<file path="src/rtl/rqtf_pkg.sv">
`timescale 1ns / 1ps
`default_nettype none

package rqtf_pkg;

  // Read length limit and field widths.
  localparam logic [15:0] MAX_READ_LENGTH   = 16'hFFFF;
  localparam int          LEN_W             = 16;
  localparam int          SCORE_W           = 9;
  localparam int          PENALTY_W         = 10;
  localparam int          SUM_W             = 26;
  localparam int          CFG_DATA_W        = 17;
  localparam int          CFG_INDEX_W       = 3;

  // Phred offsets and the low-quality score bound.
  localparam logic signed [SCORE_W-1:0] PHRED33_OFFSET    = 9'sd33;
  localparam logic signed [SCORE_W-1:0] PHRED64_OFFSET    = 9'sd64;
  localparam logic signed [SCORE_W-1:0] LOW_QUALITY_SCORE = 9'sd3;

  // Reset values of the configuration registers.
  localparam logic [16:0] LOW_QUALITY_LIMIT_RESET = 17'h1FFFF;
  localparam logic [15:0] MIN_KEPT_LENGTH_RESET   = 16'd40;

  // Nucleotide characters.
  localparam logic [7:0] CHAR_A = 8'h41;
  localparam logic [7:0] CHAR_C = 8'h43;
  localparam logic [7:0] CHAR_G = 8'h47;
  localparam logic [7:0] CHAR_T = 8'h54;

  // Configuration register indexes.
  typedef enum logic [CFG_INDEX_W-1:0] {
    REG_PHRED64_MODE      = 3'd0,
    REG_HARD_CLIP_LENGTH  = 3'd1,
    REG_TRIM_THRESHOLD    = 3'd2,
    REG_LOW_QUALITY_LIMIT = 3'd3,
    REG_MIN_KEPT_LENGTH   = 3'd4
  } reg_index_t;

  // Verdict codes.
  typedef enum logic [1:0] {
    VERDICT_PASS      = 2'd0,
    VERDICT_NON_ACGT  = 2'd1,
    VERDICT_LOW_QUAL  = 2'd2,
    VERDICT_TOO_SHORT = 2'd3
  } verdict_t;

  typedef struct packed {
    logic        phred64_mode;
    logic [15:0] hard_clip_length;
    logic [6:0]  trim_threshold;
    logic [16:0] low_quality_limit;
    logic [15:0] min_kept_length;
  } cfg_t;

  typedef struct packed {
    logic        read_pass;
    verdict_t    verdict;
    logic [15:0] kept_length;
    logic [15:0] low_quality_count;
    logic [15:0] original_length;
  } result_t;

endpackage

`default_nettype wire

</file>
<file path="src/rtl/rqtf_read_acc.sv">
`timescale 1ns / 1ps
`default_nettype none

// Per-read running state: counts, trim sums and the verdict at the last base.
module rqtf_read_acc
  import rqtf_pkg::*;
(
  input  wire logic        clk,
  input  wire logic        rst,
  input  wire cfg_t        cfg,
  input  wire logic        advance,
  input  wire logic [7:0]  base_char,
  input  wire logic [7:0]  quality_char,
  input  wire logic        last_base,
  output result_t          result
);

  logic [LEN_W-1:0]          base_position;
  logic                      non_acgt_seen;
  logic signed [SUM_W-1:0]   running_penalty_sum;
  logic signed [SUM_W-1:0]   min_penalty_sum;
  logic [LEN_W-1:0]          min_sum_position;
  logic [LEN_W-1:0]          low_quality_running;
  logic [LEN_W-1:0]          low_quality_at_min;
  logic signed [SCORE_W-1:0] last_counted_score;

  logic [LEN_W-1:0]          base_position_next;
  logic                      non_acgt_seen_next;
  logic signed [SUM_W-1:0]   running_penalty_sum_next;
  logic signed [SUM_W-1:0]   min_penalty_sum_next;
  logic [LEN_W-1:0]          min_sum_position_next;
  logic [LEN_W-1:0]          low_quality_running_next;
  logic [LEN_W-1:0]          low_quality_at_min_next;
  logic signed [SCORE_W-1:0] last_counted_score_next;

  logic [LEN_W-1:0]            clip_lim;
  logic                        is_acgt;
  logic signed [SCORE_W-1:0]   score;
  logic signed [PENALTY_W-1:0] penalty;
  logic signed [SUM_W-1:0]     sum_add;
  logic [LEN_W-1:0]            len;
  logic [LEN_W-1:0]            kept;
  logic [LEN_W-1:0]            lowq;
  logic signed [SCORE_W-1:0]   thr_s;
  verdict_t                    verdict_code;

  // Effective clip: zero means no hard clip.
  assign clip_lim = (cfg.hard_clip_length != '0) ? cfg.hard_clip_length : MAX_READ_LENGTH;

  assign is_acgt = (base_char == CHAR_A) || (base_char == CHAR_C) ||
                   (base_char == CHAR_G) || (base_char == CHAR_T);

  // Score and trim penalty for this base.
  assign score   = $signed({1'b0, quality_char}) -
                   (cfg.phred64_mode ? PHRED64_OFFSET : PHRED33_OFFSET);
  assign thr_s   = $signed({2'b00, cfg.trim_threshold});
  assign penalty = $signed({3'b000, cfg.trim_threshold}) -
                   $signed({score[SCORE_W-1], score});
  assign sum_add = running_penalty_sum +
                   $signed({{(SUM_W-PENALTY_W){penalty[PENALTY_W-1]}}, penalty});

  // State update for one base.
  always_comb begin
    base_position_next       = base_position;
    non_acgt_seen_next       = non_acgt_seen | ~is_acgt;
    running_penalty_sum_next = running_penalty_sum;
    min_penalty_sum_next     = min_penalty_sum;
    min_sum_position_next    = min_sum_position;
    low_quality_running_next = low_quality_running;
    low_quality_at_min_next  = low_quality_at_min;
    last_counted_score_next  = last_counted_score;
    if (base_position != MAX_READ_LENGTH) begin
      if (base_position < clip_lim) begin
        running_penalty_sum_next = sum_add;
        if (score <= LOW_QUALITY_SCORE) begin
          low_quality_running_next = low_quality_running + 16'd1;
        end
        if (sum_add <= min_penalty_sum) begin
          min_penalty_sum_next    = sum_add;
          min_sum_position_next   = base_position + 16'd1;
          low_quality_at_min_next = low_quality_running_next;
        end
        last_counted_score_next = score;
      end
      base_position_next = base_position + 16'd1;
    end
  end

  // Verdict from the state after this base.
  always_comb begin
    len  = (base_position_next < clip_lim) ? base_position_next : clip_lim;
    kept = len;
    lowq = low_quality_running_next;
    if ((cfg.trim_threshold != '0) && (len != '0) && (last_counted_score_next < thr_s)) begin
      kept = (min_sum_position_next < len) ? min_sum_position_next : len;
      lowq = low_quality_at_min_next;
    end
    if (non_acgt_seen_next) begin
      verdict_code = VERDICT_NON_ACGT;
    end else if (!cfg.low_quality_limit[16] && (lowq >= cfg.low_quality_limit[15:0])) begin
      verdict_code = VERDICT_LOW_QUAL;
    end else if (kept < cfg.min_kept_length) begin
      verdict_code = VERDICT_TOO_SHORT;
    end else begin
      verdict_code = VERDICT_PASS;
    end
    result.read_pass         = (verdict_code == VERDICT_PASS);
    result.verdict           = verdict_code;
    result.kept_length       = kept;
    result.low_quality_count = lowq;
    result.original_length   = base_position_next;
  end

  // State registers; cleared after each read's last base.
  always_ff @(posedge clk) begin
    if (rst || (advance && last_base)) begin
      base_position       <= '0;
      non_acgt_seen       <= 1'b0;
      running_penalty_sum <= '0;
      min_penalty_sum     <= '0;
      min_sum_position    <= '0;
      low_quality_running <= '0;
      low_quality_at_min  <= '0;
      last_counted_score  <= '0;
    end else if (advance) begin
      base_position       <= base_position_next;
      non_acgt_seen       <= non_acgt_seen_next;
      running_penalty_sum <= running_penalty_sum_next;
      min_penalty_sum     <= min_penalty_sum_next;
      min_sum_position    <= min_sum_position_next;
      low_quality_running <= low_quality_running_next;
      low_quality_at_min  <= low_quality_at_min_next;
      last_counted_score  <= last_counted_score_next;
    end
  end

endmodule

`default_nettype wire

</file>
<file path="src/rtl/read_quality_trim_filter.sv">
`timescale 1ns / 1ps
`default_nettype none

// Read quality trim and filter. Bases of a read stream in one per transfer, with
// last_base marking the final base; one verdict transfer leaves per read from the
// output register once the last base has left the input register. The block
// sustains one base per cycle: each base passes an input register and then the
// running-sum update (one 26-bit add and compare), with the verdict captured in
// an output register. Input is stalled only when a read's last base is waiting
// and the previous verdict is still held by a stalled output. Configuration
// should be written between reads, once all verdicts have been taken.
module read_quality_trim_filter
  import rqtf_pkg::*;
(
  input  wire logic                   clk,
  input  wire logic                   rst,
  // Configuration write port
  input  wire logic                   cfg_write,
  input  wire logic [CFG_INDEX_W-1:0] cfg_index,
  input  wire logic [CFG_DATA_W-1:0]  cfg_data,
  // Base input channel
  input  wire logic                   in_valid,
  output logic                        in_stall,
  input  wire logic [7:0]             base_char,
  input  wire logic [7:0]             quality_char,
  input  wire logic                   last_base,
  // Verdict output channel
  output logic                        out_valid,
  input  wire logic                   out_stall,
  output logic                        read_pass,
  output logic [1:0]                  verdict,
  output logic [15:0]                 kept_length,
  output logic [15:0]                 low_quality_count,
  output logic [15:0]                 original_length
);

  cfg_t        cfg;
  logic        s1_valid;
  logic [7:0]  s1_base;
  logic [7:0]  s1_quality;
  logic        s1_last;
  logic        advance;
  logic        out_load;
  result_t     acc_result;
  result_t     out_result;

  // Configuration registers.
  always_ff @(posedge clk) begin
    if (rst) begin
      cfg.phred64_mode      <= 1'b0;
      cfg.hard_clip_length  <= '0;
      cfg.trim_threshold    <= '0;
      cfg.low_quality_limit <= LOW_QUALITY_LIMIT_RESET;
      cfg.min_kept_length   <= MIN_KEPT_LENGTH_RESET;
    end else if (cfg_write) begin
      case (reg_index_t'(cfg_index))
        REG_PHRED64_MODE:      cfg.phred64_mode      <= cfg_data[0];
        REG_HARD_CLIP_LENGTH:  cfg.hard_clip_length  <= cfg_data[15:0];
        REG_TRIM_THRESHOLD:    cfg.trim_threshold    <= cfg_data[6:0];
        REG_LOW_QUALITY_LIMIT: cfg.low_quality_limit <= cfg_data;
        REG_MIN_KEPT_LENGTH:   cfg.min_kept_length   <= cfg_data[15:0];
        default: begin
        end
      endcase
    end
  end

  // The registered base moves on unless it ends a read and the held verdict is stalled.
  assign in_stall = s1_valid && s1_last && out_valid && out_stall;
  assign advance  = s1_valid && !in_stall;
  assign out_load = advance && s1_last;

  // Input register.
  always_ff @(posedge clk) begin
    if (rst) begin
      s1_valid <= 1'b0;
    end else if (!in_stall) begin
      s1_valid <= in_valid;
    end
  end

  always_ff @(posedge clk) begin
    if (in_valid && !in_stall) begin
      s1_base    <= base_char;
      s1_quality <= quality_char;
      s1_last    <= last_base;
    end
  end

  rqtf_read_acc u_acc (
    .clk          (clk),
    .rst          (rst),
    .cfg          (cfg),
    .advance      (advance),
    .base_char    (s1_base),
    .quality_char (s1_quality),
    .last_base    (s1_last),
    .result       (acc_result)
  );

  // Output register for the verdict transfer.
  always_ff @(posedge clk) begin
    if (rst) begin
      out_valid <= 1'b0;
    end else if (out_load) begin
      out_valid <= 1'b1;
    end else if (!out_stall) begin
      out_valid <= 1'b0;
    end
  end

  always_ff @(posedge clk) begin
    if (out_load) begin
      out_result <= acc_result;
    end
  end

  assign read_pass         = out_result.read_pass;
  assign verdict           = out_result.verdict;
  assign kept_length       = out_result.kept_length;
  assign low_quality_count = out_result.low_quality_count;
  assign original_length   = out_result.original_length;

endmodule

`default_nettype wire

</file>
<file path="config.mk">
export PLATFORM = sky130hd
export DESIGN_NAME = read_quality_trim_filter
export DESIGN_NICKNAME = d
export VERILOG_FILES = /design/src/rtl/rqtf_pkg.sv /design/src/rtl/rqtf_read_acc.sv /design/src/rtl/read_quality_trim_filter.sv
export SDC_FILE = /design/constraint.sdc
export NUM_CORES = 1
export LEC_CHECK = 0
export BUFFER_PORTS_ARGS = -buffer_cell sky130_fd_sc_hd__buf_4
export CAP_MARGIN = 20
export CORE_MARGIN = 2
export CORE_UTILIZATION = 50
export DETAILED_ROUTE_END_ITERATION = 7
export GPL_ROUTABILITY_DRIVEN = 0
export PLACE_DENSITY = 0.7
export SKIP_LAST_GASP = 1
export SYNTH_ARGS = -nofsm -noshare
export SYNTH_HDL_FRONTEND = slang
export SYNTH_SLANG_ARGS = --single-unit
</file>
<file path="constraint.sdc">
create_clock -name clk -period 25.2 [get_ports clk]
set_clock_uncertainty 0.05 [all_clocks]
set_input_delay 2.52 -clock clk [delete_from_list [all_inputs] [get_ports clk]]
set_output_delay 2.52 -clock clk [all_outputs]
set_load 0.01 [all_outputs]
</file>
==> summary.txt, run 1 <==
STA
  – Unrepaired setup endpoints after global routing: false
  – Slew Viols, Final: 0
  – Setup TNS: 0 ns
  – Final setup violation count: 0
  – Period utilization: 0.473
  – Final Hold Violating Endpoints: 0
  – Slew HR: 0.318
  – Least-Margin Pin Slew: 1.02 ns
  – Fmax: 83.9 MHz
  – Fin Hold WS: between 0.4 and 0.5 ns
  – Post-layout min period: between 10 and 15 ns

Pwr
  – Static leakage power: between 7 and 8 nW
  – Tot Pwr: around 1.5 mW
  – Peak supply drop: about 54 µV
  – PwrDens: between 80 and 90 nW/µm²

Clock tree
  – Later-pin clock latency in the skew report: 0.56 ns
  – # resized after CTS: 0
  – Clock transition at the registers of the reported paths: 0.06 ns
  – Clock sink count: about 250
  – Post-CTS setup buffer count: 0
  – Clock root buffer: clkbuf_16
  – TritonCTS clock tree: yes
  – CTS H-tree depth: 1
  – CTS Buf Count: 28
  – # hold bufs at CTS: 0
  – Longest Clk Path Bufs: 3

Global routing
  – Global-route wire length before repair: approximately 67,000 µm
  – GRT overflow: 0
  – GRT Util Overall: 0.251
  – Largest net degree at the start of global routing: 83
  – Antenna violations before repair: 0
  – Vias in the first global route: roughly 13,000

Synthesis
  – EDFF count, synth: 68
  – Post-synth top area cell: dfxtp_1
  – Top post-synthesis cells by area: dfxtp_1 (24%), edfxtp_1 (13%), ha_1 (13%)
  – Synth async-reset ratio: 0
  – Most common cell in the netlist: nand2_1
  – Commonest cells in the netlist: nand2_1 (275), dfxtp_1 (185), a21oi_1 (177)
  – Distinct cells, synth: slightly below 90
  – Mean Syn Cell Area: ~8.5 µm²
  – Mapped Area: 15,500 µm²
  – #FFs+latches synth: around 250
  – Share of the yosys chip area belonging to registers: 0.371
  – Net Count, Synth: a little over 2,000
  – Mapped Cells: roughly 1,800
  – Synth top area share: 0.239
  – Synth warn: 0
  – Predominant post-synthesis flop cell: dfxtp_1

Critical path
  – Max incr delay on CP: about 0.66 ns
  – CP startpoint: cfg[56]
  – Depth of the most critical reg-to-reg path: just under 50
  – Worst R2R End: read_pass
  – Startpoint Class: flop
  – CP endpoint: read_pass
  – Slowest-stage cell, CP: o311ai_0
  – Critical path peak fanout: 31
  – Worst Setup End Kind: flop
  – WP data required: 25.44 ns
  – CP Class: reg -> reg
  – Worst reg2reg startpoint: cfg[56]
  – Reg2Reg Setup Slack: ~13 ns
  – Data arrival, critical path: ~12 ns

Placement
  – Cell count after placement: between 2,000 and 2,500
  – PortBufs: 94
  – Dpl hpwl: 30,400 µm

Floorplanning
  – Row cnt: 64
  – Num ports: 95
  – Initial core utilization: 0.507
  – Die area: approximately 32,000 µm²
  – Die width: 180 µm
  – Die height: 180 µm
  – Core Region: roughly 31,000 µm²

Status
  – Status: finished clean

Routing
  – Final WL: between 40,000 and 50,000 µm
  – Drt pass-1 iters: 7
  – Number of nets with antenna violations after routing: 0
  – Routed vias: 13,400
  – Initial DRC Count: around 1,100
  – DR WL/cell: 18.3 µm
  – # DRC: 0
  – DR vias/cell: roughly 5.9

Cells and area
  – Fin cells: 2,280
  – Final net count: approximately 2,100
  – Layout area overhead: 12.3%
  – Ratio of cells with drive above 1 in the final layout: 0.107
  – Fillers: about 2,700
  – N_diodes: 0

Worst hold path
  – Worst hold path class: reg -> reg

Job
  – Max Cap Viol: 0
-- cells by family after synthesis --
| logic type | Yosys count | share of synthesized area |
|---|---|---|
| buf+inv | 198 | 0.0507 |
| compound gates | 424 | 0.175 |
| fa+ha+maj | 165 | 0.136 |
| simple gates | 676 | 0.207 |
| mux | 32 | 0.0218 |
| xor+xnor | 68 | 0.0385 |
| flops | 253 | 0.371 |
-- critical path: cells and delay by family, from the launching register on --
| family | cells | cell delay [ns] |
|---|---|---|
| buffers and inverters | 3 | 0.67 |
| AOI/OAI and AO/OA | 24 | 5.83 |
| DFF | 1 | 0.34 |
| xor gates and xnor gates | 2 | 0.43 |
| adders and majority gates | 7 | 1.98 |
| and+or+nand+nor | 13 | 2.32 |
-- power by group --
| part | total, mW | switching (mW) | internal, mW |
|---|---|---|---|
| sequential | 0.476 | 0.0208 | 0.455 |
| combinational | 0.612 | 0.373 | 0.239 |
| clock | 0.415 | 0.170 | 0.245 |
-- area by class of cell --
class | count | area [µm²] | share of cell area
inverters | 104 | 390 | 0.0225
well taps | 396 | 495 | 0.0285
multi-input cells | 1365 | 8970 | 0.517
flip-flops and latches | 253 | 5750 | 0.331
clock inverters | 11 | 115 | 0.00663
repair buffers | 110 | 830 | 0.0478
clock buffers | 41 | 820 | 0.0472
-- per-stage QoR --
step | setup WS [ns] | area, µm² | utilization
after detailed placement | 13.56 | 16400 | 0.539
after global routing | 12.49 | 17400 | 0.569
after floorplan | 14.61 | 15500 | -
after CTS | 13.52 | 17400 | 0.569
after global placement | 14.05 | 16400 | 0.538
final | 13.28 | 17400 | 0.569
-- how the worst min path moves through the flow --
| stage | start | cells past startpoint | end |
|---|---|---|---|
| 2_1_floorplan | u_acc.min_sum_position[11] | 2 | u_acc.min_sum_position[11] |
| 3_3_place_gp | u_acc.min_penalty_sum[7] | 2 | u_acc.min_penalty_sum[7] |
| 3_5_place_dp | u_acc.min_penalty_sum[12] | 2 | u_acc.min_penalty_sum[12] |
| 4_1_cts | u_acc.min_penalty_sum[12] | 2 | u_acc.min_penalty_sum[12] |
| 5_1_grt | cfg[6] | 2 | cfg[6] |
| 6_report | u_acc.min_penalty_sum[6] | 2 | u_acc.min_penalty_sum[6] |
-- sequential cells by signal, summed over array words and instances, names as in the netlist --
register	flops
cfg	57
kept_length	16
low_quality_count	16
original_length	16
out_valid	1
read_pass	1
s1_base	8
s1_last	1
s1_quality	8
s1_valid	1
u_acc.base_position	16
u_acc.last_counted_score	9
u_acc.low_quality_at_min	16
u_acc.low_quality_running	16
u_acc.min_penalty_sum	26
u_acc.min_sum_position	16
u_acc.non_acgt_seen	1
u_acc.running_penalty_sum	26
verdict	2
-- per-layer routing --
layer,global-route usage,up-vias,share of wire
li1,-,6528,-
met3,0.0322,85,0.072
met5,0,-,0
met1,0.352,6329,0.45
met4,0.0699,0,0.029
met2,0.407,472,0.45
-- cell usage in the layout, fill, tap and decap left out, types with 28 or more instances in the layout --
master     count
a21o_1        40
o21ai_0       58
a211oi_1      47
xnor2_1       43
clkbuf_16     28
a21oi_1      176
nand3_1       44
buf_4        109
nand2_1      275
dfxtp_1      185
inv_1        104
nand4_1       30
edfxtp_1      68
nor2_1       161
ha_1         159
No activity file was read; power rests on OpenSTA's default activity.
==> inputs of run 2 (changes only) <==
- clock period: 25.2 -> 12 ns (I/O delays scaled with it)
==> run 2 against run 1 <==
  * Non-clock buffer count is the same
  * Cell count grew 0.13%
  * Count of clock-buffer cells in the layout shrank 3
  * Wire length grew 1.1%
  * First-iteration DRC count grew 7.9%
  * Hold slack gained 0.0015 ns
  * Register-to-register slack lost 12 ns
  * Critical path depth shrank 1
  * Flip-flop and latch count is the same
  * Worst setup slack lost 12 ns
  * Sequential share of layout area shrank 0.093 points
  * Largest cell class unchanged
  * Largest power group unchanged
==> summary.txt, run 2 (synthesis gave the netlist of run 1 again) <==
Status
  – Status: finished clean

Routing
  – Routed vias: 13,400 (+0.15%)
  – DR vias/cell: 5.88 (about the same)
  – Drt pass-1 iters: 5 (-2)
  – # DRC: 0 (unchanged)
  – Final WL: 42,200 µm (+1.1%)
  – Number of nets with antenna violations after routing: 0 (unchanged)
  – Initial DRC Count: 1,171 (+7.9%)
  – DR WL/cell: 18.5 µm (+0.96%)

Cells and area
  – Final net count: 2,071 (+0.097%)
  – Layout area overhead: 12.6%
  – Fillers: 2,657 (-2.8%)
  – N_diodes: 0 (unchanged)
  – Most common cell after layout, fill and taps aside: nand2_1
  – Reg with most FFs: cfg
  – Most frequent cells in the layout: nand2_1 (275), dfxtp_1 (185), a21oi_1 (176)
  – Top Registers: cfg: 57 flops, u_acc.min_penalty_sum: 26 flops, u_acc.running_penalty_sum: 26 flops
  – Max reg flops: 57 (unchanged)
  – Fin cells: 2,283 (+0.13%)
  – Ratio of cells with drive above 1 in the final layout: 0.109 (+0.00248)

Critical path
  – Worst reg2reg startpoint: cfg[56]
  – Worst R2R End: read_pass
  – Max incr delay on CP: 0.47 ns (-0.19 ns)
  – Data arrival, critical path: 11.35 ns (-0.81 ns)
  – WP data required: 12.24 ns (-13.20 ns)
  – Startpoint Class: flop
  – Depth of the most critical reg-to-reg path: 48 (-2.0%)
  – Slowest-stage cell, CP: or4b_1
  – Reg2Reg Setup Slack: 0.90 ns (-12.39 ns)
  – Worst Setup End Kind: flop
  – Critical path peak fanout: 24 (-23%)
  – CP most frequent cell: ha_1
  – CP Class: reg -> reg

Global routing
  – Largest net degree at the start of global routing: 94 (+13%)
  – Global-route wire length before repair: 67,400 µm (+1.3%)
  – Antenna violations before repair: 0 (unchanged)
  – Vias in the first global route: 12,600 (-0.26%)
  – GRT Util Overall: 0.255 (+0.00355)
  – GRT overflow: 0 (unchanged)

Floorplanning
  – Die width: 180 µm (unchanged)
  – Die area: 32,400 µm² (unchanged)
  – Num ports: 95 (unchanged)
  – Initial core utilization: 0.507 (unchanged)
  – Die height: 180 µm (unchanged)
  – Row cnt: 64 (unchanged)
  – Core Region: 30,500 µm² (unchanged)

Pwr
  – Tot Pwr: 3.19 mW (+110%)
  – PwrDens: 183 nW/µm² (+110%)
  – Peak supply drop: 137 µV (+150%)
  – Static leakage power: 7.36 nW (+0.19%)

STA
  – Least-Margin Pin Slew: 1.04 ns (+0.0232 ns)
  – Final Hold Violating Endpoints: 0 (unchanged)
  – Post-layout min period: 11.10 ns (-0.812 ns)
  – Slew HR: 0.302 (-0.0155)
  – Slew Viols, Final: 0 (unchanged)
  – Final setup violation count: 0 (unchanged)
  – Setup TNS: 0 ns (unchanged)
  – Fmax: 90.1 MHz (+7.3%)
  – Unrepaired setup endpoints after global routing: false
  – Period utilization: 0.925 (+0.452)

Clock tree
  – Clock root buffer: clkbuf_16
  – Longest Clk Path Bufs: 3 (unchanged)
  – Clock transition at the registers of the reported paths: 0.06 ns (about the same)
  – # resized after CTS: 0 (unchanged)
  – Clock sink count: 253 (unchanged)
  – TritonCTS clock tree: yes
  – # hold bufs at CTS: 0 (unchanged)
  – Later-pin clock latency in the skew report: 0.56 ns (about the same)
  – Post-CTS setup buffer count: 0 (unchanged)
  – CTS Buf Count: 29 (+3.6%)
  – CTS H-tree depth: 1 (unchanged)

Job
  – Max Cap Viol: 0 (unchanged)

Worst hold path
  – Hold Path End: u_acc.min_penalty_sum[13]
  – Worst hold path class: reg -> reg
  – HP Start: u_acc.min_penalty_sum[13]
  – Hold path cells: 2 (unchanged)

Placement
  – Dpl hpwl: 30,400 µm (-0.18%)
  – PortBufs: 94 (unchanged)
  – Cell count after placement: 2,228 (unchanged)
[run 2: power by group]
| part | switching, mW | total [mW] | leakage [nW] | internal, mW |
|---|---|---|---|---|
| combinational | 0.824 | 1.34 | 4.78 | 0.514 |
| clock | 0.362 | 0.851 | 0.439 | 0.489 |
| sequential | 0.0420 | 0.997 | 2.14 | 0.955 |
[run 2: worst max-delay path, delay by kind of cell, from the launching register on]
| family | cells | cell delay [ns] |
|---|---|---|
| AO/OA/AOI/OAI | 26 | 5.54 |
| XOR/XNOR | 2 | 0.44 |
| adder cells (fa/ha/maj) | 7 | 1.90 |
| buffers and inverters | 2 | 0.40 |
| flip-flops | 1 | 0.32 |
| AND/OR/NAND/NOR | 11 | 2.18 |
[run 2: layout make-up]
class / count / area [µm²] / share of cell area
multi-input cells: 1366 / 9030 / 0.518
flip-flops and latches: 253 / 5750 / 0.330
repair buffers: 110 / 846 / 0.0486
clock buffers: 38 / 801 / 0.0460
well taps: 396 / 495 / 0.0284
inverters: 104 / 390 / 0.0224
clock inverters: 16 / 109 / 0.00625
[run 2: worst max path at each step]
stage | slack (ns) | endpoint | cells after the start | startpoint
2_1_floorplan | 1.41 | read_pass | 48 | cfg[56]
3_3_place_gp | 0.76 | read_pass | 45 | cfg[56]
3_5_place_dp | 0.52 | read_pass | 47 | cfg[56]
4_1_cts | 0.46 | read_pass | 47 | s1_quality[0]
5_1_grt | 0.002 | read_pass | 48 | cfg[56]
6_report | 0.90 | read_pass | 48 | cfg[56]
[run 2: metal layers]
layer / global-route usage / vias to the layer above / routed length [µm]
met5: 0 / - / 0
li1: - / 6538 / -
met2: 0.402 / 501 / 18600
met4: 0.0846 / 0 / 1390
met3: 0.0375 / 90 / 3150
met1: 0.358 / 6305 / 19100
[run 2: stage by stage]
step | instance area (µm²) | hold slack (ns) | utilization | setup slack, ns
finish | 17400 | 0.403 | 0.571 | 0.896
CTS | 17400 | 0.406 | 0.569 | 0.460
detailed placement | 16400 | 0.398 | 0.539 | 0.516
global route | 17400 | 0.422 | 0.571 | 0.00238
global placement | 16400 | 0.391 | 0.538 | 0.760
floorplan | 15500 | 0.381 | - | 1.41
==> inputs of run 3 (changes only) <==
- SYNTH_HIERARCHICAL: default -> 1
==> run 3 against run 2 <==
  * Critical path depth increased by 1
  * Utilization is 0.15 points higher
  * First-iteration DRC count is 25% lower
  * Area after synthesis rose by 0.89%
  * Global-route usage shrank 1.4 points
  * Cell area grew 0.80%
  * Maximum frequency down 1.1%
  * Register-to-register slack lost 0.12 ns
  * Count of clock-buffer cells in the layout is 4 higher
  * Sequential share of layout area is 0.26 points lower
  * Wire length is 4.4% lower
  * Non-clock buffer count increased by 7
  * Critical endpoint unchanged
==> summary.txt, run 3 <==
Status
  – Status: finished clean

Clock tree
  – Post-CTS setup buffer count: 0 (unchanged)
  – Longest Clk Path Bufs: 3 (unchanged)
  – # resized after CTS: 0 (unchanged)
  – CTS H-tree depth: 1 (unchanged)
  – TritonCTS clock tree: yes
  – CTS Buf Count: 28 (-3.4%)
  – Later-pin clock latency in the skew report: 0.55 ns (about the same)
  – Clock transition at the registers of the reported paths: 0.06 ns (about the same)
  – Clock sink count: 253 (unchanged)
  – Clock root buffer: clkbuf_16
  – # hold bufs at CTS: 0 (unchanged)

Synthesis
  – Share of the yosys chip area belonging to registers: 0.368 (-0.00328)
  – Synth top area share: 0.237 (-0.00211)
  – Distinct cells, synth: 82 (-5.7%)
  – Mean Syn Cell Area: 8.91 µm² (+4.6%)
  – Post-synth top area cell: dfxtp_1
  – Top post-synthesis cells by area: dfxtp_1 (24%), edfxtp_1 (13%), ha_1 (13%)
  – Mapped Cells: 1,752 (-3.5%)
  – Mapped Area: 15,600 µm² (+0.89%)
  – Synth async-reset ratio: 0 (unchanged)
  – #FFs+latches synth: 253 (unchanged)
  – Commonest cells in the netlist: nor2_1 (192), dfxtp_1 (185), ha_1 (159)
  – Most common cell in the netlist: nor2_1
  – EDFF count, synth: 68 (unchanged)
  – Net Count, Synth: 1,959 (-3.2%)
  – Synth warn: 6 (+6)
  – Predominant post-synthesis flop cell: dfxtp_1

STA
  – Post-layout min period: 11.22 ns (+0.119 ns)
  – Unrepaired setup endpoints after global routing: false
  – Setup TNS: 0 ns (unchanged)
  – Slew HR: 0.240 (-0.0618)
  – Final Hold Violating Endpoints: 0 (unchanged)
  – Fin Hold WS: 0.404 ns (+0.000944 ns)
  – Fmax: 89.1 MHz (-1.1%)
  – Final setup violation count: 0 (unchanged)
  – Least-Margin Pin Slew: 1.14 ns (+0.0965 ns)
  – Slew Viols, Final: 0 (unchanged)
  – Period utilization: 0.935 (+0.00992)

Floorplanning
  – Die height: 181 µm (+0.43%)
  – Die area: 32,600 µm² (+0.87%)
  – Core Region: 30,700 µm² (+0.52%)
  – Initial core utilization: 0.509 (+0.00184)
  – Num ports: 95 (unchanged)
  – Row cnt: 64 (unchanged)
  – Die width: 181 µm (+0.43%)

Critical path
  – Slowest-stage cell, CP: or4b_1
  – Critical path peak fanout: 18 (-25%)
  – CP Class: reg -> reg
  – Data arrival, critical path: 11.48 ns (+0.13 ns)
  – WP data required: 12.26 ns (+0.02 ns)
  – CP most frequent cell: ha_1
  – Startpoint Class: flop
  – Max incr delay on CP: 0.44 ns (-0.03 ns)
  – Worst Setup End Kind: flop

Global routing
  – GRT Util Overall: 0.241 (-0.0136)
  – Largest net degree at the start of global routing: 96 (+2.1%)
  – Global-route wire length before repair: 64,500 µm (-4.3%)
  – GRT overflow: 0 (unchanged)
  – Vias in the first global route: 12,500 (-1.0%)
  – Antenna violations before repair: 0 (unchanged)

Routing
  – DR WL/cell: 18.1 µm (-2.0%)
  – Initial DRC Count: 879 (-25%)
  – # DRC: 0 (unchanged)
  – DR vias/cell: 5.83 (-0.84%)
  – Final WL: 40,400 µm (-4.4%)
  – Drt pass-1 iters: 6 (+1)
  – Number of nets with antenna violations after routing: 0 (unchanged)
  – Routed vias: 13,000 (-3.2%)

Cells and area
  – Fin cells: 2,228 (-2.4%)
  – Reg with most FFs: cfg
  – Max reg flops: 57 (unchanged)
  – Post-route cell area: 17,600 µm² (+0.80%)
  – Register area: 5750 µm² (unchanged)
  – Final net count: 2,017 (-2.6%)
  – Most common cell after layout, fill and taps aside: nor2_1
  – Fillers: 2,709 (+2.0%)
  – Ratio of cells with drive above 1 in the final layout: 0.111 (+0.00164)
  – Top Registers: cfg: 57 flops, u_acc/min_penalty_sum: 26 flops, u_acc/running_penalty_sum: 26 flops
  – Most frequent cells in the layout: nor2_1 (191), dfxtp_1 (185), ha_1 (159)
  – Area of the multi-input gates: 9030 µm² (about the same)
  – Layout area overhead: 12.5% (about the same)
  – N_diodes: 0 (unchanged)

Pwr
  – Peak supply drop: 122 µV (-11%)
  – PwrDens: 154 nW/µm² (-16%)
  – Static leakage power: 7.62 nW (+3.5%)

Job
  – Max Cap Viol: 0 (unchanged)

Worst hold path
  – Worst hold path class: reg -> reg

Placement
  – Cell count after placement: 2,175 (-2.4%)
  – Dpl hpwl: 29,700 µm (-2.1%)
  – Placed Area: 16,600 µm² (+0.98%)
  – PortBufs: 94 (unchanged)
[run 3: cell count changes in the layout (fill, tap and decap cells not counted), sizes merged, moves of 22 or more]
cell    previous run  this run
nand2b             9        64
inv              105       127
mux2i             18        97
a21oi            180       118
nand2            275       150
nor2             167       193
[run 3: logic make-up (layout without fill, tap and decap cells)]
family | count (synthesis) | count (layout) | share of synthesized area
fa+ha+maj | 165 | 165 | 0.135
flops | 253 | 253 | 0.368
mux | 109 | 109 | 0.0709
buf+inv | 217 | 297 | 0.0574
simple gates | 581 | 581 | 0.180
compound gates | 352 | 352 | 0.146
xor+xnor | 75 | 75 | 0.0426
[run 3: per-stage QoR]
step                      utilization  power (mW)  setup slack, ns
after floorplan                     -        1.61             1.60
after global placement          0.542        1.82            0.937
after detailed placement        0.542        1.85            0.501
after CTS                       0.571        2.71            0.405
after global routing            0.572        2.86           0.0644
final                           0.572        2.71            0.777
[run 3: final timing paths]
check / start / endpoint / slack, ns / cells after the start
setup / recovery: s1_quality[0] / read_pass / 0.78 / 49
hold / removal: u_acc/min_penalty_sum[1] / u_acc/min_penalty_sum[1] / 0.40 / 2
setup reg to reg: s1_quality[0] / read_pass / 0.78 / 49
hold reg to reg: u_acc/min_penalty_sum[1] / u_acc/min_penalty_sum[1] / 0.40 / 2
[run 3: critical path: cells and delay by family, from the launching register on]
kind / cells / cell delay [ns]
AO/OA/AOI/OAI: 20 / 4.47
AND/OR/NAND/NOR: 13 / 2.68
adder cells (fa/ha/maj): 7 / 1.83
XOR/XNOR: 3 / 0.75
buffers and inverters: 5 / 0.65
flip-flops: 1 / 0.36
multiplexers: 1 / 0.16
[run 3: per-layer routing]
layer / wire (µm) / track usage
met1: 18100 / 0.329
met4: 1440 / 0.0903
met5: 0 / 0
met2: 18600 / 0.392
met3: 2260 / 0.0279
[run 3: final cells by class]
type / count / share of cell area
clock buffers: 42 / 0.0455
clock inverters: 10 / 0.00592
inverters: 128 / 0.0274
multi-input cells: 1282 / 0.515
flip-flops and latches: 253 / 0.327
well taps: 396 / 0.0282
repair buffers: 117 / 0.0512
[run 3: power by group]
part	total, mW	leakage [nW]	internal (mW)	switching (mW)
clock	0.850	0.439	0.501	0.349
combinational	0.885	5.02	0.338	0.547
sequential	0.973	2.17	0.938	0.0344
